$ cat config.mk
export PLATFORM = sky130hd
export DESIGN_NAME = c2d_front
export DESIGN_NICKNAME = d
export VERILOG_FILES = /design/src/design/c2d_pkg.sv /design/src/design/c2d_front.sv
export SDC_FILE = /design/constraint.sdc
export NUM_CORES = 1
export LEC_CHECK = 0
export BUFFER_PORTS_ARGS = -buffer_cell sky130_fd_sc_hd__clkbuf_2
export CAP_MARGIN = 15
export CELL_PAD_IN_SITES_DETAIL_PLACEMENT = 2
export CELL_PAD_IN_SITES_GLOBAL_PLACEMENT = 2
export CORE_MARGIN = 5
export CORE_UTILIZATION = 28
export CTS_BUF_LIST = sky130_fd_sc_hd__clkbuf_4
export DETAILED_ROUTE_END_ITERATION = 6
export GPL_TIMING_DRIVEN = 0
export PLACE_DENSITY = 0.91
export SETUP_SLACK_MARGIN = 0.2
export SYNTH_ARGS = -nofsm -noshare
export SYNTH_HDL_FRONTEND = slang
export SYNTH_SLANG_ARGS = --single-unit
$ cat constraint.sdc
create_clock -name clk -period 5.3 [get_ports clk]
set_clock_uncertainty 0.1 [all_clocks]
set_input_delay 0.53 -clock clk [delete_from_list [all_inputs] [get_ports clk]]
set_output_delay 0.53 -clock clk [all_outputs]
set_load 0.02 [all_outputs]
$ cat src/design/c2d_pkg.sv
package c2d_pkg;

    // command codes
    localparam logic [1:0] CMD_SAMPLE  = 2'd0;
    localparam logic [1:0] CMD_WEIGHT  = 2'd1;
    localparam logic [1:0] CMD_BIAS    = 2'd2;
    localparam logic [1:0] CMD_COMPUTE = 2'd3;

    // configuration register indexes
    localparam logic [2:0] REG_KERNEL   = 3'd0;
    localparam logic [2:0] REG_FILTERS  = 3'd1;
    localparam logic [2:0] REG_STRIDE   = 3'd2;
    localparam logic [2:0] REG_PADDING  = 3'd3;
    localparam logic [2:0] REG_CHANNELS = 3'd4;
    localparam logic [2:0] REG_HEIGHT   = 3'd5;
    localparam logic [2:0] REG_WIDTH    = 3'd6;

    // internal widths
    localparam int GW   = 12;   // signed pixel coordinates
    localparam int DIMW = 9;    // capped map dimension
    localparam int CNTW = 7;    // capped channel or filter count
    localparam int AW   = 48;   // accumulator

    typedef logic signed [GW-1:0] coord_t;

    // decoded configuration shared by front and back
    typedef struct packed {
        logic [1:0]      half;
        coord_t          off;
        logic [3:0]      step;
        logic [DIMW-1:0] hgt;
        logic [DIMW-1:0] wid;
        logic [CNTW-1:0] chans;
    } cfg_t;

    // one classified transaction in the queue
    typedef struct packed {
        logic [1:0]         cmd;
        logic [3:0]         f;
        logic [3:0]         c;
        logic [4:0]         r;
        logic [4:0]         k;
        logic signed [15:0] v;
        logic               oor;
        coord_t             cy;
        coord_t             cx;
    } entry_t;

    typedef enum logic [1:0] {
        B_IDLE,
        B_RUN,
        B_FLUSH,
        B_EMIT
    } back_state_t;

endpackage

$ cat src/design/c2d_front.sv
module c2d_front #(
    parameter int MAX_CHANNELS = 16,
    parameter int MAX_MAP_DIM  = 32,
    parameter int MAX_KERNEL   = 7,
    parameter int MAX_FILTERS  = 16
) (
    input  logic               clk,
    input  logic               rst_n,
    input  logic               cfg_write,
    input  logic [2:0]         cfg_index,
    input  logic [5:0]         cfg_data,
    input  logic               in_valid,
    output logic               in_ready,
    input  logic [1:0]         command,
    input  logic [3:0]         filter_index,
    input  logic [3:0]         channel_index,
    input  logic [4:0]         row_index,
    input  logic [4:0]         col_index,
    input  logic signed [15:0] load_value,
    input  logic               q_full,
    output logic               q_push,
    output c2d_pkg::entry_t    q_data,
    output c2d_pkg::cfg_t      cfg
);

    logic [2:0] kernel_size_reg;
    logic [4:0] filter_count_reg;
    logic [3:0] stride_reg;
    logic [1:0] padding_reg;
    logic [4:0] channel_count_reg;
    logic [5:0] map_height_reg;
    logic [5:0] map_width_reg;

    // configuration registers
    always_ff @(posedge clk or negedge rst_n)
    begin
        if (!rst_n)
        begin
            kernel_size_reg   <= 3'd3;
            filter_count_reg  <= 5'd1;
            stride_reg        <= 4'd1;
            padding_reg       <= 2'd0;
            channel_count_reg <= 5'd1;
            map_height_reg    <= 6'd32;
            map_width_reg     <= 6'd32;
        end
        else if (cfg_write)
        begin
            case (cfg_index)
                c2d_pkg::REG_KERNEL:   kernel_size_reg   <= cfg_data[2:0];
                c2d_pkg::REG_FILTERS:  filter_count_reg  <= cfg_data[4:0];
                c2d_pkg::REG_STRIDE:   stride_reg        <= cfg_data[3:0];
                c2d_pkg::REG_PADDING:  padding_reg       <= cfg_data[1:0];
                c2d_pkg::REG_CHANNELS: channel_count_reg <= cfg_data[4:0];
                c2d_pkg::REG_HEIGHT:   map_height_reg    <= cfg_data;
                c2d_pkg::REG_WIDTH:    map_width_reg     <= cfg_data;
                default: ;
            endcase
        end
    end

    logic [c2d_pkg::CNTW-1:0] fcnt;

    // decoded, capped configuration
    always_comb
    begin
        cfg.half  = kernel_size_reg[2:1];
        cfg.off   = c2d_pkg::GW'(kernel_size_reg[2:1]) - c2d_pkg::GW'(padding_reg);
        cfg.step  = (stride_reg == 4'd0) ? 4'd1 : stride_reg;
        cfg.hgt   = (32'(map_height_reg) > MAX_MAP_DIM) ? c2d_pkg::DIMW'(MAX_MAP_DIM)
                                                        : c2d_pkg::DIMW'(map_height_reg);
        cfg.wid   = (32'(map_width_reg) > MAX_MAP_DIM) ? c2d_pkg::DIMW'(MAX_MAP_DIM)
                                                       : c2d_pkg::DIMW'(map_width_reg);
        cfg.chans = (32'(channel_count_reg) > MAX_CHANNELS) ? c2d_pkg::CNTW'(MAX_CHANNELS)
                                                            : c2d_pkg::CNTW'(channel_count_reg);
        fcnt      = (32'(filter_count_reg) > MAX_FILTERS) ? c2d_pkg::CNTW'(MAX_FILTERS)
                                                          : c2d_pkg::CNTW'(filter_count_reg);
    end

    logic [8:0]      rs;
    logic [8:0]      ks;
    c2d_pkg::coord_t cy;
    c2d_pkg::coord_t cx;
    logic            on_grid;
    logic            keep;

    // output position and grid check for compute
    assign rs = 9'(row_index) * 9'(cfg.step);
    assign ks = 9'(col_index) * 9'(cfg.step);
    assign cy = cfg.off + c2d_pkg::GW'(rs);
    assign cx = cfg.off + c2d_pkg::GW'(ks);
    assign on_grid = (c2d_pkg::CNTW'(filter_index) < fcnt)
                  && (cy < $signed(c2d_pkg::GW'(cfg.hgt)) - cfg.off)
                  && (cx < $signed(c2d_pkg::GW'(cfg.wid)) - cfg.off);

    // loads outside their store are dropped here
    always_comb
    begin
        case (command)
            c2d_pkg::CMD_SAMPLE:
                keep = (32'(channel_index) < MAX_CHANNELS) && (32'(row_index) < MAX_MAP_DIM)
                    && (32'(col_index) < MAX_MAP_DIM);
            c2d_pkg::CMD_WEIGHT:
                keep = (32'(filter_index) < MAX_FILTERS) && (32'(channel_index) < MAX_CHANNELS)
                    && (32'(row_index) < MAX_KERNEL) && (32'(col_index) < MAX_KERNEL);
            c2d_pkg::CMD_BIAS:
                keep = (32'(filter_index) < MAX_FILTERS);
            default:
                keep = 1'b1;
        endcase
    end

    assign in_ready   = !q_full;
    assign q_push     = in_valid && !q_full && keep;
    assign q_data.cmd = command;
    assign q_data.f   = filter_index;
    assign q_data.c   = channel_index;
    assign q_data.r   = row_index;
    assign q_data.k   = col_index;
    assign q_data.v   = load_value;
    assign q_data.oor = !on_grid;
    assign q_data.cy  = cy;
    assign q_data.cx  = cx;

endmodule

==> impl_metrics.tcl <==
set metrics [dict create \
    die_w_um 141 \
    placed_area_mm2 0.00591 \
    synth_area_mm2 0.00482 \
    clock-sinks 30 \
    ys_seq_area_frac 0.157 \
    critPathKind "flip-flop to primary output" \
    min_period_ns 6.15 \
    cp.required_ns 4.67 \
    violations "negative setup slack" \
    fill_cells 1951 \
    hold_ws_ns 0.137 \
    antenna_left 0 \
    crit_buf_inv 4 \
    hold_viol 0 \
    crit_path_end_kind "primary output" \
    synth_area_leaders "ha_1, dfrtp_1, buf_4" \
    fmax_mhz 163 \
    gp_congestion 0.781 \
    path_common_cell "a21oi_2" \
    period_share 1.16 \
    drive_above_1_share 0.457 \
    synthCells 544 \
    maxSlewHeadroom 0.485 \
    core_mm2 0.0171 \
    dp_slack_ns -0.738 \
    hold_path.class "input port to asynchronous set/reset pin" \
    cts-root-buf "clkbuf_4" \
    row_count 48 \
    grt_pass1_vias 5264 \
    rsz0062_at_grt "true" \
    clk_pin_slew_ns 0.10 \
    synthFlopType "dfrtp_1" \
    antenna_cells 0 \
    nNetsFinal 865 \
    h-tree-depth 2 \
    powerDensity_mw_per_mm2 755 \
    vias 4590 \
    synthArstFlopShare 1.00 \
    die_area_mm2 0.0200 \
    start_util 0.282 \
    tightest_slew_ns 0.772 \
    cp_max_fo 6 \
    cts_buffers 5 \
    synth_seq_cells 30 \
    pin_count 156 \
    clk_latency_ns 0.35 \
    grt_use_total 0.163 \
    grt_max_degree 31 \
    avgSynthCellArea_um2 8.87 \
    irDropWorstVdd_v 0.000589 \
    final_area_mm2 0.00654 \
    arrival_ns 5.52 \
    status "finished, violations left" \
    drv_cap 0 \
    synth_cell_types 51 \
    synth_top_area_cell "ha_1" \
    drt_iter0_drc 103 \
    cts_tree "yes" \
    die_h_um 141 \
    cts_buffer_depth 2 \
    reg2reg_from "stride_reg[1]" \
    final_core_util 0.382 \
    fin_setup_tns_ns -0.895 \
    areaGrowthSynthToFinish_pct 35.6 \
    synth_edf_count 0 \
    antenna_found_initial 0 \
    stdcell_count 940 \
    portBuffers 127 \
    crit_path_start "stride_reg[1]" \
    yosys_warnings 0 \
    final_max_slew_viol_count 0 \
    netlist.area_leader.share 0.218 \
    drt_wl_total_um 17500 \
    setup_viol 2 \
    setup_slack_ns -0.850 \
    grt_pass1_wl_um 26600 \
    post_drt_via_cell_ratio 4.88 \
    crit_path_max_incr_delay_ns 0.54 \
    cp_cell_sequence "buf_8 > and2_4 > fa_1 > inv_1 > fa_1 > inv_2 > ha_4 > a21o_1 > a21oi_2 > o21bai_1 > a21oi_2 > xnor2_1 > ha_2 > and3_4 > o311a_1 > a211o_1 > ha_4 > nand4_1 > nor2_1 > a21oi_2 > nand4_1 > a221o_1 > clkbuf_8" \
    crit_slowest_cell "fa_1" \
    crit_family "adder cells" \
    place_hpwl_um 13300 \
    avgRoutedWirePerCell_um 18.7 \
    gr-total-overflow 0 \
    route.detailed.drc 0 \
    leakage_nw 3.24 \
    dp.cells 904 \
    critPathLaunchType "flip-flop" \
    p_total_mw 4.94 \
    drt-pass1-iter-count 4 \
]
-- per-layer routing --
metal	vias to the layer above	track usage	share of wire
met2	90	0.328	0.57
met4	0	0.0357	0.018
met3	27	0.0172	0.023
met1	2301	0.182	0.39
li1	2172	-	-
met5	-	0	0
-- cell usage after synthesis (all sizes together), types with 6 or more instances --
library cell and number:
o21ai 14, xor2 6, and2 30, nand2 18, nand3 16, mux2 28, ha 84, nor2b 24
dfrtp 24, nor4 7, dfstp 6, xnor2 26, buf 56, nand2b 7, inv 43, nor3 15
nor2 15, a21oi 33, o21bai 7, fa 17, a21o 8, clkbuf 10
-- where the power goes --
group	total [mW]	switching, mW	leakage [nW]	internal, mW
Clock	0.143	0.0880	0.0331	0.0548
Combinational	4.47	2.54	2.86	1.93
Sequential	0.330	0.0427	0.350	0.287
Total	4.94	2.67	3.24	2.27
-- cells by family after synthesis --
group | share of synthesized area
simple gates | 0.178
buf+inv | 0.129
fa+ha+maj | 0.288
compound gates | 0.123
xor+xnor | 0.0581
flops | 0.157
mux | 0.0654
other cells | 0.000777
-- final cells by class --
class,count,area (um2),share of cell area
Multi-Input combinational cell,412,3820,0.584
Inverter,43,161,0.0247
Buffer,66,505,0.0773
Clock inverter,2,8.76,0.00134
Timing Repair Buffer,156,962,0.147
Tap cell,225,282,0.0430
Sequential cell,30,759,0.116
Clock buffer,6,45.0,0.00689
-- path summary, 6_finish.rpt --
kind	to	slack (ns)	cells after the start
worst min register to register	channel_count_reg[2]	0.41	1
worst min-delay path	channel_count_reg[2]	0.14	1
min in group clk	map_height_reg[5]	0.38	2
max in group asynchronous	stride_reg[2]	4.43	1
worst max register to register	stride_reg[1]	4.25	2
worst max-delay path	q_data[24]	-0.85	23
-- repair_timing --
action / CTS / global route
setup buffers: 24 / 4
endpoints found under the setup margin: 8 / 9
pin swaps: 38 / 18
hold buffers: 0 / 0
gates resized for setup: 46 / 45
-- cells in the final DEF (no fill, tap or decap), types with 13 or more instances in the layout --
| cell | n |
|---|---|
| xnor2_1 | 24 |
| nor2_1 | 14 |
| mux2_2 | 28 |
| fa_1 | 15 |
| a21oi_1 | 22 |
| and2_1 | 24 |
| buf_4 | 75 |
| clkbuf_2 | 119 |
| nand2_1 | 14 |
| nor2b_1 | 22 |
| inv_1 | 38 |
| nand3_1 | 13 |
| buf_6 | 13 |
| dfrtp_1 | 23 |
| ha_1 | 71 |
Note: power is estimated with default switching activity, not from simulation.
