<file path="src/design/c2d_pkg.sv">
package c2d_pkg;

    // command codes
    localparam logic [1:0] CMD_SAMPLE  = 2'd0;
    localparam logic [1:0] CMD_WEIGHT  = 2'd1;
    localparam logic [1:0] CMD_BIAS    = 2'd2;
    localparam logic [1:0] CMD_COMPUTE = 2'd3;

    // configuration register indexes
    localparam logic [2:0] REG_KERNEL   = 3'd0;
    localparam logic [2:0] REG_FILTERS  = 3'd1;
    localparam logic [2:0] REG_STRIDE   = 3'd2;
    localparam logic [2:0] REG_PADDING  = 3'd3;
    localparam logic [2:0] REG_CHANNELS = 3'd4;
    localparam logic [2:0] REG_HEIGHT   = 3'd5;
    localparam logic [2:0] REG_WIDTH    = 3'd6;

    // internal widths
    localparam int GW   = 12;   // signed pixel coordinates
    localparam int DIMW = 9;    // capped map dimension
    localparam int CNTW = 7;    // capped channel or filter count
    localparam int AW   = 48;   // accumulator

    typedef logic signed [GW-1:0] coord_t;

    // decoded configuration shared by front and back
    typedef struct packed {
        logic [1:0]      half;
        coord_t          off;
        logic [3:0]      step;
        logic [DIMW-1:0] hgt;
        logic [DIMW-1:0] wid;
        logic [CNTW-1:0] chans;
    } cfg_t;

    // one classified transaction in the queue
    typedef struct packed {
        logic [1:0]         cmd;
        logic [3:0]         f;
        logic [3:0]         c;
        logic [4:0]         r;
        logic [4:0]         k;
        logic signed [15:0] v;
        logic               oor;
        coord_t             cy;
        coord_t             cx;
    } entry_t;

    typedef enum logic [1:0] {
        B_IDLE,
        B_RUN,
        B_FLUSH,
        B_EMIT
    } back_state_t;

endpackage

</file>
<file path="src/design/c2d_queue.sv">
module c2d_queue (
    input  logic            clk,
    input  logic            rst_n,
    input  logic            push,
    input  c2d_pkg::entry_t push_data,
    output logic            full,
    input  logic            pop,
    output logic            empty,
    output c2d_pkg::entry_t pop_data
);

    c2d_pkg::entry_t slot_reg [2];
    logic            wr_ptr_reg;
    logic            rd_ptr_reg;
    logic [1:0]      count_reg;

    assign full     = (count_reg == 2'd2);
    assign empty    = (count_reg == 2'd0);
    assign pop_data = slot_reg[rd_ptr_reg];

    // two-entry fifo pointers
    always_ff @(posedge clk or negedge rst_n)
    begin
        if (!rst_n)
        begin
            wr_ptr_reg <= 1'b0;
            rd_ptr_reg <= 1'b0;
            count_reg  <= 2'd0;
        end
        else
        begin
            if (push)
                wr_ptr_reg <= !wr_ptr_reg;
            if (pop)
                rd_ptr_reg <= !rd_ptr_reg;
            count_reg <= count_reg + 2'(push) - 2'(pop);
        end
    end

    // payload storage
    always_ff @(posedge clk)
    begin
        if (push)
            slot_reg[wr_ptr_reg] <= push_data;
    end

endmodule

</file>
<file path="config.mk">
export PLATFORM = sky130hd
export DESIGN_NAME = c2d_queue
export DESIGN_NICKNAME = d
export VERILOG_FILES = /design/src/design/c2d_pkg.sv /design/src/design/c2d_queue.sv
export SDC_FILE = /design/constraint.sdc
export NUM_CORES = 1
export LEC_CHECK = 0
export BUFFER_PORTS_ARGS = -buffer_cell sky130_fd_sc_hd__buf_2
export CAP_MARGIN = 20
export CORE_UTILIZATION = 45
export CTS_CLUSTER_SIZE = 10
export DETAILED_ROUTE_END_ITERATION = 6
export HOLD_SLACK_MARGIN = 0.03
export PLACE_DENSITY = 0.67
export SLEW_MARGIN = 20
export SYNTH_ARGS = -nofsm -noshare
export SYNTH_HDL_FRONTEND = slang
export SYNTH_SLANG_ARGS = --single-unit
</file>
<file path="constraint.sdc">
create_clock -name clk -period 7.93 [get_ports clk]
set_input_delay 0.793 -clock clk [delete_from_list [all_inputs] [get_ports clk]]
set_output_delay 0.793 -clock clk [all_outputs]
set_load 0.05 [all_outputs]
</file>
==> impl_metrics.json, run 1 <==
{
  "outcome": "complete, no violations",
  "grt-ovfl-total": 0,
  "dr.first_iter.drc_count": 80,
  "cpMaxStageDelayCell": "dfrtp_4",
  "antenna_left": 0,
  "grt_max_degree": 39,
  "crit_required_ns": 7.14,
  "die_y_um": 106,
  "dp_hpwl_um": 4860,
  "tns_ns": 0,
  "syn_avg_cell_area_um2": 23.9,
  "hold_violations": 0,
  "hold_class": "input port to async pin",
  "clk_latency_ns": 0.50,
  "ys_seq_area_share_pct": 76.8,
  "endpoint_kind": "output port",
  "syn_inst": 205,
  "final-setup-viol-count": 0,
  "cts_resized": 0,
  "max_freq_mhz": 300,
  "syn-num-nets": 272,
  "rsz0062_at_grt": "false",
  "core-area_um2": 10500,
  "pre_cts_ws_ns": 5.09,
  "cts_buffer_depth": 2,
  "worstPathArrival_ns": 2.54,
  "period_needed_ns": 3.33,
  "initial_core_util_pct": 46.8,
  "port_buffers": 127,
  "p_per_area_nw_per_um2": 442,
  "largest_register_ffs": 122,
  "slew_headroom_pct": 43.0,
  "drtPass1Iterations": 4,
  "wl_per_cell_um": 15.6,
  "worstPathMaxFanout": 38,
  "cts-root-buf": "clkbuf_8",
  "clock_sink_count": 126,
  "vias": 2327,
  "grt_pass1_vias": 2370,
  "peakVddDrop_mv": 0.249,
  "period_share_pct": 42.0,
  "maxSlewViolCount": 0,
  "ys_warn_count": 0,
  "max_stage_delay_ns": 0.72,
  "antenna_found_initial": 0,
  "gp_congestion": 0.661,
  "wirelength_um": 7730,
  "drive_gt1_share_pct": 61.2,
  "power.total_uw": 2720,
  "worstMarginPinSlew_ns": 0.853,
  "p_leak_uw": 0.00254,
  "critPathLaunchType": "register",
  "path_cells": "buf_4, mux2_2, buf_2",
  "via_per_inst": 4.71,
  "cts.reportedPaths.clkPinSlew_ns": 0.05,
  "cts_tree": "done",
  "yosysUniqueCellTypes": 13,
  "critical_path_class": "register to output port",
  "netlist_area_um2": 4900,
  "die_w_um": 106,
  "die_area_um2": 11300,
  "htree_levels": 4,
  "cts_hold_buffers": 0,
  "synth_seq_cells": 126,
  "antenna_cells": 0,
  "track_usage_pct": 14.4,
  "nNetsFinal": 414,
  "rows": 37,
  "area_growth_pct": 25.7,
  "grt_pass1_wl_um": 11600,
  "ios": 128,
  "fin_skew_ns": 0.00433,
  "drc": 0,
  "cts_post_setup_buffers_inserted": 0,
  "drv_cap": 0,
  "numCtsBuffers": 17,
  "layout_setup_ws_ns": 4.60
}
==> per-layer routing <==
layer | part of all wire (%) | global-route usage (%)
met1 | 41 | 16.5
met2 | 51 | 23.1
met3 | 5.8 | 5.82
met4 | 1.4 | 7.44
met5 | 0 | 0
==> worst max-delay path: cells and delay by family (launching register included) <==
kind	cells	cell delay, ns
buffers and inverters	2	0.86
DFF	1	0.72
muxes	1	0.40
==> report_power, final <==
part	internal (uW)	switching (uW)
Combinational	346	705
Clock	469	244
Sequential	888	69.3
==> Yosys cell counts (all sizes together) <==
cell    number  area, um2
dfrtp        4        100
nor2b        2       12.5
buf          7        131
xor2         2       17.5
xor3         1       23.8
ha           2       25.0
inv          2       7.51
edfxtp     122       3660
and2         1       6.26
mux2        61        908
nor2         1       3.75
==> path summary, 6_finish.rpt <==
kind | depth (start not counted) | slack [ns] | from | endpoint
min in group clk | 1 | 0.48 | push_data[51] | slot_reg[1][51]
hold / removal | 1 | 0.09 | rst_n | count_reg[1]
setup reg to reg | 2 | 5.92 | wr_ptr_reg | slot_reg[0][39]
hold reg to reg | 1 | 0.54 | wr_ptr_reg | wr_ptr_reg
setup / recovery | 3 | 4.60 | rd_ptr_reg | pop_data[60]
max in group asynchronous | 1 | 7.70 | rst_n | rd_ptr_reg
==> through the flow <==
stage,hold WS (ns),area (um2),util [%],std cells
2_1_floorplan,0.455,4900,-,205
3_3_place_gp,0.521,5610,53.6,464
3_5_place_dp,0.530,5610,53.6,464
4_1_cts,0.0618,6160,58.8,494
5_1_grt,0.0618,6160,58.8,494
6_report,0.0929,6160,58.8,494
==> placed cells by master, fill, tap and decap left out <==
cell         n
bufinv_16    3
nor2b_1      1
clkbuf_1     3
mux2_4      59
clkinv_2     5
clkbuf_16   16
clkinv_1     2
nor2b_4      1
ha_1         2
dfrtp_1      3
nor2_1       1
clkbuf_8     1
buf_2      127
xor3_1       1
buf_4        3
mux2_2       2
inv_1        2
edfxtp_1   122
xor2_1       2
dfrtp_4      1
and2_2       1
==> cells by family (layout without fill, tap and decap cells) <==
group / after synthesis / count (layout) / share of synthesized area [%]
buffers and inverters: 9 / 162 / 2.83
multiplexers: 61 / 61 / 18.5
flip-flops: 126 / 126 / 76.8
AND/OR/NAND/NOR: 4 / 4 / 0.460
XOR/XNOR: 3 / 3 / 0.843
adder cells (fa/ha/maj): 2 / 2 / 0.511
==> area by class of cell <==
class                   count  area (um2)
fillers                   841        4310
clock buffers              20         425
flip-flops and latches    126        3770
inverters                   2        7.51
multi-input cells          70        1010
well taps                 136         170
clock inverters            10         123
repair buffers            130         658
Power figures use the tool's default switching activity.
==> inputs of run 2 (changes only) <==
==> constraint.sdc (replaced) <==
create_clock -name clk -period 3.28 [get_ports clk]
set_input_delay 0.328 -clock clk [delete_from_list [all_inputs] [get_ports clk]]
set_output_delay 0.328 -clock clk [all_outputs]
set_load 0.05 [all_outputs]
==> run 2 against run 1 <==
Effect of this change:
- worst hold slack got worse by 0.030 ns
- flip-flop and latch count unchanged
- clock power increased to 2.6 times the previous value
- clock-buffer cell count decreased by 2
- design area increased by 12%
- critical path type unchanged
- highest routed layer unchanged
==> impl_metrics.json, run 2 (synthesized netlist as in run 1, its figures left out) <==
{
  "stdcell_count": 560,
  "die_y_um": 106,
  "endpoint_kind": "output port",
  "cts-root-buf": "clkbuf_8",
  "outcome": "complete, no violations",
  "worstMarginPinSlew_ns": 0.754,
  "critPathLaunchType": "register",
  "core-area_um2": 10500,
  "cts_hold_buffers": 63,
  "p_per_area_nw_per_um2": 992,
  "layout_common_cells": "buf_2, edfxtp_1, dlygate4sd3_1",
  "maxSlewViolCount": 0,
  "ios": 128,
  "max_freq_mhz": 382,
  "numCtsBuffers": 17,
  "vias": 2585,
  "track_usage_pct": 15.1,
  "dp_cells": 465,
  "final-setup-viol-count": 0,
  "drtPass1Iterations": 6,
  "final_common_cell": "buf_2",
  "hold_violations": 0,
  "cts_buffer_depth": 2,
  "antenna_found_initial": 0,
  "hold_slack_ns": 0.0629,
  "die_w_um": 106,
  "hold_class": "input port to register",
  "largest_register_ffs": 122,
  "crit_required_ns": 2.95,
  "period_share_pct": 79.8,
  "wirelength_um": 8130,
  "via_per_inst": 4.62,
  "gp_congestion": 0.665,
  "grt_pass1_wl_um": 12500,
  "antenna_cells": 0,
  "tns_ns": 0,
  "drive_gt1_share_pct": 53.1,
  "clock_sink_count": 126,
  "cts_post_setup_buffers_inserted": 0,
  "rows": 37,
  "initial_core_util_pct": 46.8,
  "drv_cap": 0,
  "critical_path_class": "register to output port",
  "port_buffers": 127,
  "period_needed_ns": 2.62,
  "wl_per_cell_um": 14.5,
  "cts_resized": 0,
  "die_area_um2": 11300,
  "p_leak_uw": 0.00283,
  "peakVddDrop_mv": 0.770,
  "nFillCells": 747,
  "clk_latency_ns": 0.50,
  "grt-ovfl-total": 0,
  "nNetsFinal": 478,
  "fin_skew_ns": 0.00712,
  "pre_cts_ws_ns": 1.17,
  "htree_levels": 4,
  "grt_pass1_vias": 2631,
  "antenna_left": 0,
  "worstPathMaxFanout": 40,
  "cts_tree": "done",
  "worstPathArrival_ns": 2.29,
  "drc": 0,
  "area_growth_pct": 40.4,
  "grt_max_degree": 41,
  "cts.reportedPaths.clkPinSlew_ns": 0.06,
  "slew_headroom_pct": 49.7,
  "dr.first_iter.drc_count": 69,
  "rsz0062_at_grt": "false",
  "layout_setup_ws_ns": 0.661,
  "final_core_util_pct": 65.8
}
run 2: area by class of cell:
| class | instances | area, um2 | share of cell area (%) |
|---|---|---|---|
| sequential | 126 | 3770 | 54.7 |
| clock buffer | 18 | 418 | 6.07 |
| multi-input combinational | 70 | 1010 | 14.6 |
| inverter | 2 | 7.51 | 0.109 |
| clock inverter | 14 | 191 | 2.78 |
| timing repair buffer | 194 | 1320 | 19.2 |
| tap | 136 | 170 | 2.47 |
run 2: final timing paths:
| check | slack [ns] | to | startpoint | cells past startpoint |
|---|---|---|---|---|
| worst max-delay path | 0.66 | pop_data[42] | rd_ptr_reg | 3 |
| worst max register to register | 1.59 | slot_reg[1][37] | wr_ptr_reg | 2 |
| min in group asynchronous | 0.15 | count_reg[1] | rst_n | 2 |
| worst min-delay path | 0.06 | wr_ptr_reg | push | 2 |
| worst min register to register | 0.54 | wr_ptr_reg | wr_ptr_reg | 1 |
| max in group asynchronous | 2.99 | rd_ptr_reg | rst_n | 2 |
run 2: critical path, stage by stage, from the launching register on:
cell and delay (ns):
dfrtp_4 0.93, buf_12 0.29, mux2_4 0.33, buf_2 0.21
run 2: routing by layer:
metal / vias up / wire [um] / GRT usage (%)
met3: 8 / 448 / 5.40
li1: 1231 / - / -
met1: 1257 / 3450 / 17.6
met5: - / 0 / 0
met2: 89 / 4120 / 24.8
met4: 0 / 110 / 7.44
run 2: stage by stage:
stage,cell area [um2],power (uW)
3_3_place_gp,5640,4920
2_1_floorplan,4900,4590
5_1_grt,6880,7080
6_report,6880,6830
4_1_cts,6880,6900
3_5_place_dp,5640,4950
run 2: power breakdown:
group | internal [uW] | leakage [uW] | switching, uW
Sequential | 2140 | 0.00119 | 220
Combinational | 915 | 0.00135 | 1660
Clock | 1230 | 0.000289 | 651
Total | 4290 | 0.00283 | 2530
==> inputs of run 3 (changes only) <==
==> constraint.sdc (replaced) <==
create_clock -name clk -period 2.5 [get_ports clk]
set_input_delay 0.25 -clock clk [delete_from_list [all_inputs] [get_ports clk]]
set_output_delay 0.25 -clock clk [all_outputs]
set_load 0.05 [all_outputs]
==> run 3 against run 2 <==
Effect of this change:
- flip-flop and latch count is the same
- power up 33%
- via count up 0.89%
- clock-buffer cell count is 8 higher
- sequential power grew 27%
- non-clock buffer count up 2
- utilization is 0.39 points higher
- register-to-register slack got worse by 0.58 ns
- global-route usage grew 0.89 points
- combinational power is 37% higher
- critical endpoint is now pop_data[17]
- highest routed layer unchanged
==> impl_metrics.json, run 3 (synthesized netlist as in run 1, its figures left out) <==
{
  "path_cells": "buf_12, mux2_4, buf_2",
  "track_usage_pct": 16.0,
  "hold_slack_ns": 0.0867,
  "cts_tree": "done",
  "layout_common_cells": "buf_2, edfxtp_1, dlygate4sd3_1",
  "max_stage_delay_ns": 0.62,
  "final-setup-viol-count": 0,
  "tns_ns": 0,
  "core-area_um2": 10500,
  "rr_endpoint": "slot_reg[1][25]",
  "largest_register_ffs": 122,
  "period_needed_ns": 2.21,
  "dp_hpwl_um": 5010,
  "p_leak_uw": 0.00285,
  "area_growth_pct": 41.3,
  "rsz0062_at_grt": "false",
  "cpMaxStageDelayCell": "dfrtp_4",
  "drc": 0,
  "worstPathMaxFanout": 25,
  "drv_cap": 0,
  "critical_path_class": "register to output port",
  "worstPathArrival_ns": 1.96,
  "port_buffers": 127,
  "r2r_cells": 2,
  "cts_resized": 0,
  "antenna_cells": 0,
  "nNetsFinal": 480,
  "grt_pass1_vias": 2719,
  "worstMarginPinSlew_ns": 0.621,
  "grt-ovfl-total": 0,
  "layout_setup_ws_ns": 0.287,
  "antenna_found_initial": 0,
  "grt_max_degree": 62,
  "rrSetupSlack_ns": 1.01,
  "endpoint_kind": "output port",
  "numCtsBuffers": 17,
  "p_per_area_nw_per_um2": 1310,
  "slew_headroom_pct": 58.6,
  "nFillCells": 733,
  "drtPass1Iterations": 4,
  "cts_buffer_depth": 2,
  "critPathLaunchType": "register",
  "maxSlewViolCount": 0,
  "grt_pass1_wl_um": 13200,
  "cts.reportedPaths.clkPinSlew_ns": 0.05,
  "clk_latency_ns": 0.51,
  "drive_gt1_share_pct": 52.3,
  "period_share_pct": 88.5,
  "stdcell_count": 562,
  "outcome": "complete, no violations",
  "wl_per_cell_um": 15.4,
  "vias": 2608,
  "postLayoutCellArea_um2": 6920,
  "die_w_um": 106,
  "seq_area_um2": 3770,
  "placed_cell_area_um2": 5660,
  "die_y_um": 106,
  "rows": 37,
  "htree_levels": 4,
  "crit_required_ns": 2.25,
  "max_freq_mhz": 452,
  "die_area_um2": 11300,
  "peakVddDrop_mv": 0.916,
  "pre_cts_ws_ns": 0.795,
  "multiInputGateArea_um2": 1010,
  "antenna_left": 0,
  "gp_congestion": 0.644,
  "cts-root-buf": "clkbuf_8",
  "wirelength_um": 8630,
  "initial_core_util_pct": 46.8,
  "clock_sink_count": 126,
  "dr.first_iter.drc_count": 74,
  "ios": 128,
  "final_common_cell": "buf_2",
  "hold_class": "input port to async pin",
  "hold_violations": 0,
  "fin_skew_ns": 0.00607,
  "reg2reg_from": "wr_ptr_reg",
  "dp_cells": 466,
  "via_per_inst": 4.64
}
-- run 3: cell types whose count changed in the layout (fill, tap and decap cells not counted), sizes merged --
cell,previous run,this run
clkinvlp,3,1
inv,4,2
clkinv,5,1
dlygate4sd3,63,64
buf,131,132
clkbuf,18,26
-- run 3: worst max-delay path by stage --
stage	startpoint	end	slack, ns	cells after the start
3_5_place_dp	rd_ptr_reg	pop_data[17]	0.79	3
6_report	rd_ptr_reg	pop_data[17]	0.29	3
2_1_floorplan	wr_ptr_reg	slot_reg[0][0]	0.08	1
5_1_grt	rd_ptr_reg	pop_data[17]	0.22	3
4_1_cts	rd_ptr_reg	pop_data[17]	0.25	3
3_3_place_gp	rd_ptr_reg	pop_data[11]	0.81	3
-- run 3: area by class of cell --
type | count | area share, %
Clock buffer | 26 | 7.05
Clock inverter | 6 | 1.92
Inverter | 2 | 0.108
Multi-Input combinational cell | 70 | 14.5
Sequential cell | 126 | 54.4
Tap cell | 136 | 2.46
Timing Repair Buffer | 196 | 19.5
-- run 3: critical path: cells and delay by family (launching register included) --
family	cells	cell delay [ns]
buffers and inverters	2	0.47
flip-flops	1	0.62
multiplexers	1	0.33
-- run 3: stage by stage --
stage / utilization, % / power (uW)
CTS: 66.2 / 9150
global placement: 54.1 / 6500
floorplan: - / 6030
finish: 66.2 / 9050
detailed placement: 54.1 / 6540
global route: 66.2 / 9400
-- run 3: layer usage --
layer | track usage (%) | share of wire, % | up-vias
met5 | 0 | 0 | -
met4 | 8.63 | 2.2 | 0
met3 | 4.54 | 5.4 | 15
met2 | 27.5 | 52 | 92
met1 | 18.0 | 40 | 1277
li1 | - | - | 1224
-- run 3: repair_timing --
| action | CTS | global route |
|---|---|---|
| hold buffers | 64 | 0 |
| hold endpoints to repair | 128 | 0 |
| buffers inserted | 0 | 0 |
-- run 3: power by group --
group	internal [uW]	switching, uW
Clock	1720	801
Combinational	1220	2310
Sequential	2820	184
